**src/rtl/lcc_pkg.sv**
```systemverilog
// Shared types, codes and constants of the Lloyd coverage centroid core.
// No dependencies; every other rtl file but lcc_checker imports this package.
`default_nettype none
package lcc_pkg;

   localparam int MAX_ROBOTS         = 16;
   localparam int MAX_BLOBS          = 4;
   localparam int MAX_CELLS_PER_SIDE = 64;
   localparam int EXP_TABLE_DEPTH    = 256;
   localparam int EXP_RATIO          = 61565;

   localparam int ROBOT_W = $clog2(MAX_ROBOTS);
   localparam int BLOB_W  = $clog2(MAX_BLOBS);
   localparam int CELL_W  = $clog2(MAX_CELLS_PER_SIDE);
   localparam int EXP_W   = $clog2(EXP_TABLE_DEPTH);
   localparam int CSR_W   = 32;

   // input commands
   localparam logic [1:0] CMD_LOAD_ROBOT = 2'd0;
   localparam logic [1:0] CMD_LOAD_BLOB  = 2'd1;
   localparam logic [1:0] CMD_RUN        = 2'd2;

   // register indexes
   localparam logic [2:0] CSR_ROBOT_COUNT    = 3'd0;
   localparam logic [2:0] CSR_TARGET_COUNT   = 3'd1;
   localparam logic [2:0] CSR_DOMAIN_START   = 3'd2;
   localparam logic [2:0] CSR_CELL_WIDTH     = 3'd3;
   localparam logic [2:0] CSR_CELLS_PER_SIDE = 3'd4;
   localparam logic [2:0] CSR_INV_TWO_SIGMA  = 3'd5;
   localparam logic [2:0] CSR_MASS_THRESHOLD = 3'd6;

   typedef enum logic [3:0] {
      ST_IDLE, ST_CELL, ST_R_ABS, ST_R_SQ, ST_R_CMP, ST_B_ABS, ST_B_SQ, ST_B_IDX,
      ST_B_DENS, ST_MASS, ST_MOM, ST_ACC, ST_OUT_INIT, ST_OUT_CHK, ST_DIV_WAIT,
      ST_OUT_SEND
   } lcc_state_type;

   typedef enum logic [3:0] {
      OP_NONE, OP_ACCEPT, OP_CELL, OP_RABS, OP_BABS, OP_SQ, OP_RCMP, OP_BIDX,
      OP_BDENS, OP_MASS, OP_MOM, OP_ACC, OP_OUT_INIT, OP_OUT_CHK, OP_OUT_DIV,
      OP_OUT_NEXT
   } lcc_op_type;

   typedef struct packed {
      lcc_op_type op;
   } lcc_cmd_type;

   typedef struct packed {
      logic run_go;
      logic cells_zero;
      logic r_last;
      logic b_none;
      logic k_last;
      logic grid_last;
      logic held_now;
      logic div_done;
   } lcc_status_type;

   typedef logic [EXP_TABLE_DEPTH-1:0][16:0] exp_table_type;

   // exp(-t/16) in Q1.16, built by repeated rounded scaling
   function automatic exp_table_type build_exp_table();
      exp_table_type t;
      logic [32:0]   p;
      t[0] = 17'd65536;
      for (int i = 1; i < EXP_TABLE_DEPTH; i++) begin
         p    = 33'(t[i-1]) * 33'(EXP_RATIO) + 33'd32768;
         t[i] = p[32:16];
      end
      return t;
   endfunction

   localparam exp_table_type EXP_TABLE = build_exp_table();

endpackage
`default_nettype wire

```
**src/rtl/lcc_ctrl.sv**
```systemverilog
// Sequencer of the coverage step: grid walk, robot and blob passes, output loop.
// Depends on lcc_pkg.
`default_nettype none
module lcc_ctrl (
   input  wire logic                    clock,
   input  wire logic                    reset,
   input  wire logic                    req_valid,
   output logic                         req_ready,
   output logic                         rsp_valid,
   input  wire logic                    rsp_ready,
   input  wire lcc_pkg::lcc_status_type status,
   output lcc_pkg::lcc_cmd_type         cmd
);
   import lcc_pkg::*;

   lcc_state_type state_ff, state_in;

   // next state
   always_comb begin
      state_in = state_ff;
      unique case (state_ff)
         ST_IDLE:
            if (req_valid && status.run_go)
               state_in = status.cells_zero ? ST_OUT_INIT : ST_CELL;
         ST_CELL:   state_in = ST_R_ABS;
         ST_R_ABS:  state_in = ST_R_SQ;
         ST_R_SQ:   state_in = ST_R_CMP;
         ST_R_CMP:
            if (status.r_last) state_in = status.b_none ? ST_MASS : ST_B_ABS;
            else state_in = ST_R_ABS;
         ST_B_ABS:  state_in = ST_B_SQ;
         ST_B_SQ:   state_in = ST_B_IDX;
         ST_B_IDX:  state_in = ST_B_DENS;
         ST_B_DENS: state_in = status.k_last ? ST_MASS : ST_B_ABS;
         ST_MASS:   state_in = ST_MOM;
         ST_MOM:    state_in = ST_ACC;
         ST_ACC:    state_in = status.grid_last ? ST_OUT_INIT : ST_CELL;
         ST_OUT_INIT: state_in = ST_OUT_CHK;
         ST_OUT_CHK:  state_in = status.held_now ? ST_OUT_SEND : ST_DIV_WAIT;
         ST_DIV_WAIT: if (status.div_done) state_in = ST_OUT_SEND;
         ST_OUT_SEND:
            if (rsp_ready) state_in = status.r_last ? ST_IDLE : ST_OUT_CHK;
         default:   state_in = ST_IDLE;
      endcase
   end

   // commands to the datapath
   always_comb begin
      cmd.op = OP_NONE;
      unique case (state_ff)
         ST_IDLE:     if (req_valid) cmd.op = OP_ACCEPT;
         ST_CELL:     cmd.op = OP_CELL;
         ST_R_ABS:    cmd.op = OP_RABS;
         ST_R_SQ:     cmd.op = OP_SQ;
         ST_R_CMP:    cmd.op = OP_RCMP;
         ST_B_ABS:    cmd.op = OP_BABS;
         ST_B_SQ:     cmd.op = OP_SQ;
         ST_B_IDX:    cmd.op = OP_BIDX;
         ST_B_DENS:   cmd.op = OP_BDENS;
         ST_MASS:     cmd.op = OP_MASS;
         ST_MOM:      cmd.op = OP_MOM;
         ST_ACC:      cmd.op = OP_ACC;
         ST_OUT_INIT: cmd.op = OP_OUT_INIT;
         ST_OUT_CHK:  cmd.op = OP_OUT_CHK;
         ST_DIV_WAIT: if (status.div_done) cmd.op = OP_OUT_DIV;
         ST_OUT_SEND: if (rsp_ready) cmd.op = OP_OUT_NEXT;
         default:     cmd.op = OP_NONE;
      endcase
   end

   assign req_ready = (state_ff == ST_IDLE);
   assign rsp_valid = (state_ff == ST_OUT_SEND);

   always_ff @(posedge clock) begin
      if (reset) state_ff <= ST_IDLE;
      else state_ff <= state_in;
   end

endmodule
`default_nettype wire

```
**config.mk**
```make
export PLATFORM = sky130hd
export DESIGN_NAME = lcc_ctrl
export DESIGN_NICKNAME = d
export VERILOG_FILES = /design/src/rtl/lcc_pkg.sv /design/src/rtl/lcc_ctrl.sv
export SDC_FILE = /design/constraint.sdc
export NUM_CORES = 1
export LEC_CHECK = 0
export BUFFER_PORTS_ARGS = -buffer_cell sky130_fd_sc_hd__buf_2
export CELL_PAD_IN_SITES_DETAIL_PLACEMENT = 1
export CELL_PAD_IN_SITES_GLOBAL_PLACEMENT = 1
export CORE_MARGIN = 3
export CORE_UTILIZATION = 30
export CTS_CLUSTER_DIAMETER = 30
export CTS_CLUSTER_SIZE = 12
export DETAILED_ROUTE_END_ITERATION = 8
export GPL_TIMING_DRIVEN = 0
export PLACE_DENSITY = 0.83
export SLEW_MARGIN = 20
export SYNTH_ARGS = -nofsm -noshare
export SYNTH_HDL_FRONTEND = slang
export SYNTH_SLANG_ARGS = --single-unit
```
**constraint.sdc**
```tcl
create_clock -name clock -period 1.51 [get_ports clock]
set_clock_uncertainty 0.2 [all_clocks]
set_input_delay 0.2265 -clock clock [delete_from_list [all_inputs] [get_ports clock]]
set_output_delay 0.2265 -clock clock [all_outputs]
set_load 0.01 [all_outputs]
```
# Yosys cells after proc, flatten, opt, wreduce, memory -nomap -nowiden

Cells that the tools add are included.
W data, S select, Z words.

Multiplexer cells: 15
Reduce and logical (&&, ||, !) cells: 4
Equality and inequality tests: 18

Operators by type and width:

| kind                 | number |
|---|---|
| $pmux W4 S16         | 1 |
| $pmux W4 S15         | 1 |
| $mux W4              | 11 |
| $eq A4 B4 Y1 const B | 8 |
| $eq A4 B3 Y1 const B | 4 |
| $eq A4 B2 Y1 const B | 2 |
| $eq A4 B1 Y1 const B | 1 |
| $logic_not A4 Y1     | 1 |
| $ne A2 B1 Y1 const B | 2 |
| $reduce_and A3 Y1    | 1 |
| $mux W1              | 2 |
| $ne A2 B2 Y1 const B | 1 |
| $reduce_or A2 Y1     | 1 |
| $logic_and A1 B1 Y1  | 1 |

Bits in registers: 4
Input port bits: 12
Word-level logic and storage cells: 38

# Logic depth before layout (Yosys ltp)

Depth after elaboration: 3
Mapped depth: 6
Mapped depth without buffers: 4

# Worst setup path before layout

OpenSTA, ideal clock, no wires.

Path type: reg2out
Start point: register state_ff[1]
End point: output port cmd[1] in the netlist's numbering
Arrival: 1130 ps
Path slack: -46 ps
Stages on the path, launching flop included: 5
Data required time: 1083 ps
Path through: dfxtp_1 inv_1 or3_1 a31oi_1 nor2_1

RTL lines:

| what                   | line           | text |
|---|---|---|
| start, declared        | lcc_ctrl.sv:16 | `lcc_state_type state_ff, state_in;` |
| start signal, assigned | lcc_ctrl.sv:76 | `else state_ff <= state_in;` |
| end, declared          | lcc_ctrl.sv:12 | `output lcc_pkg::lcc_cmd_type cmd` |

==> metrics.txt <==
H-tree depth 1; multi-input logic area 457.9 um2; area delta synth->final 80.24%; Peak VDD IR 1.022 mV; peak fanout along the critical path 8; max FFs per register 4; worst slew margin relative to its limit 79.74%; synthesized instance count 74; Num CTS Buffers 3; destination of the critical timing path cmd[1]; violated checks setup timing; count of vias placed by the detailed router 760; CTS tree built; post-layout net count 127; Reg with most FFs state_ff; total number of yosys warnings 0; Tmin final 1858 ps; Final Cycle Share 123.0%; Antenna Violating Nets Remaining 0; most common library cell in the layout ignoring fill and taps sky130_fd_sc_hd__buf_2; critical path required time 1080 ps; number of antenna cells inserted 0; clock-pin slew of the registers on the worst-case setup and hold paths 40 ps; instance count along the most critical hold path 4; antenna violations before repair 0; Die Area 0.002314 mm2; Via-to-Cell Ratio 5.547; path length in cells of the critical path 5; wire length of the first global-routing pass 3243 um; run status complete, but fails checks; Max stage delay cell, worst path sky130_fd_sc_hd__dfxtp_4; Sequential cell area 92.59 um2; maximum number of pins on one net before global-route repair 11; fill count 197; Detailed Route Iter0 Violations 25; CP Data Arrival Time 1430 ps; DRC violation count after routing 0; vias in the first global route 693; Placeable Area 0.001594 mm2; CP peak stage delay 360 ps; final sum of negative setup slack -1265 ps; endpoint type of the worst setup path primary output; number of distinct library cells after synthesis 37; most area-consuming cells after synthesis sky130_fd_sc_hd__dfxtp_1 15%, sky130_fd_sc_hd__buf_6 8.5%, sky130_fd_sc_hd__nand3_1 5.6%; capture instance of the worst register-to-register path state_ff[3]; number of max-cap violations 0; highest clock rate 538.2 MHz; worst reg2reg path startpoint state_ff[0]; std cell rows 14; areal power density over the cells 1843 mW/mm2; post-detail-place hpwl 1277 um; commonest non-fill, non-tap cells in the layout 16 x sky130_fd_sc_hd__buf_2, 14 x sky130_fd_sc_hd__buf_4, 8 x sky130_fd_sc_hd__buf_6; clock net sink count 4; width of the die 48.10 um; Final Max Tran Viols 0; Post-Syn Area 531.8 um2; Die Height 48.10 um; Hold/Removal Path Class in -> reg; logic depth of the worst register-to-register path 6; final setup vio count 9; minimum setup slack among reg-to-reg paths -80 ps; quantity of I/O buffers inserted on ports 17; sequential cell area fraction in the yosys report 15.06%; final weighted congestion of routability-driven global placement 0.8483; number of iterations in the first detailed-routing pass 4; number of hold-slack violations in the final timing report 0; crit path cell chain buf_8 > or3_1 > a31oi_1 > nor2_1 > buf_2; cell family contributing the most delay on the critical path simple AND/OR/NAND/NOR gates; worst slack at placement -170.2 ps; static leakage 0.4239 nW; net count after synthesis 86; Post-Route Utilization 60.13%; post-route setup slack -347.9 ps; maximum clock insertion buffer count 2; fraction of final layout cells sized beyond drive strength 1 59.29%; CTS root buffer sky130_fd_sc_hd__clkbuf_4; library cell with the largest summed area after synthesis sky130_fd_sc_hd__dfxtp_1; latest clock arrival within the worst-skew pair 240 ps; leading registers by flop count state_ff: 4 flops; kind of launch point of the worst setup path register; Starting Density 33.36%; I/O pin count 18; fraction of post-synthesis cell area in the top cell type by area 15.06%; total of flip-flops plus latches after synthesis 4; slew of the pin with the lowest slew margin 303.9 ps; start point of the critical path state_ff[3]; Wirelength per Cell 20.10 um; GR Util All Layers 20.61%; crit path kind reg -> out; syn avg cell area 7.186 um2; buffer and inverter count on the worst path 2; total gr overflow 0; aggregate routed wire length 2754 um; unrepaired setup endpoints after global routing true
## synth_stat cells, drive strengths merged
library cell,n
buf,6
a22o,1
nor2,7
a31o,1
a211oi,2
a311oi,1
a21oi,5
mux2i,1
or2,1
and2b,1
o311ai,1
or2b,1
inv,4
dfxtp,4
o22ai,3
nand2b,2
nor4bb,1
a22oi,1
nand3,6
or3,2
nand4,3
o21a,1
o31a,1
and2,1
nor4,1
a31oi,1
nand2,6
nor2b,2
and3,1
a2bb2oi,1
o21ai,5
## worst min-delay path, stage by stage
cell                      delay, ps
sky130_fd_sc_hd__buf_2          120
sky130_fd_sc_hd__mux2i_4         80
sky130_fd_sc_hd__nand3_2        100
sky130_fd_sc_hd__a21oi_1         60
## kinds of logic (layout without fill, tap and decap cells)
logic type	Yosys count	after routing	share of synthesized area [%]
multiplexers	1	1	1.882
buffers and inverters	10	49	13.65
flip-flops	4	4	15.06
AND/OR/NAND/NOR	35	35	39.77
AO/OA/AOI/OAI	24	24	29.65
## layout make-up
class	count	share of cell area (%)
clock buffer	3	2.350
buffer	5	6.658
inverter	4	1.567
sequential	4	9.661
tap	24	3.133
timing repair buffer	37	28.85
multi-input combinational	60	47.78
## stage by stage
stage	hold slack, ps	instance area, um2	std cells	total power [mW]
global route	224.3	958.4	137	1.878
CTS	176.8	768.2	126	1.343
floorplan	88.15	533.0	74	0.7998
detailed placement	215.6	648.1	115	1.023
global placement	216.5	648.1	115	1.007
finish	201.5	958.4	137	1.766
## how the worst min path moves through the flow
stage / from / to / slack, ps
2_1_floorplan: reset / state_ff[1] / 90
3_3_place_gp: reset / state_ff[1] / 220
3_5_place_dp: reset / state_ff[1] / 220
4_1_cts: status[0] / state_ff[1] / 180
5_1_grt: status[0] / state_ff[1] / 220
6_report: status[0] / state_ff[1] / 200
## where the power goes
group          switching, mW  internal [mW]
combinational          0.667          0.759
clock                 0.0486         0.0892
sequential            0.0470          0.155
## metal layers
metal / vias to the layer above / global-route usage [%] / share of wire, %
li1: 352 / - / -
met1: 368 / 26.86 / 46
met2: 32 / 34.30 / 47
met3: 8 / 3.690 / 3.7
met4: 0 / 6.452 / 2.9
met5: - / 0 / 0
## what timing repair did
item,in CTS,in global routing
pin swaps,9,13
hold buffers,1,0
gates cloned,0,2
gates resized for setup,10,26
hold endpoints to repair,2,0
setup endpoints to repair,8,10
buffers inserted,7,11
Power figures use the tool's default switching activity.
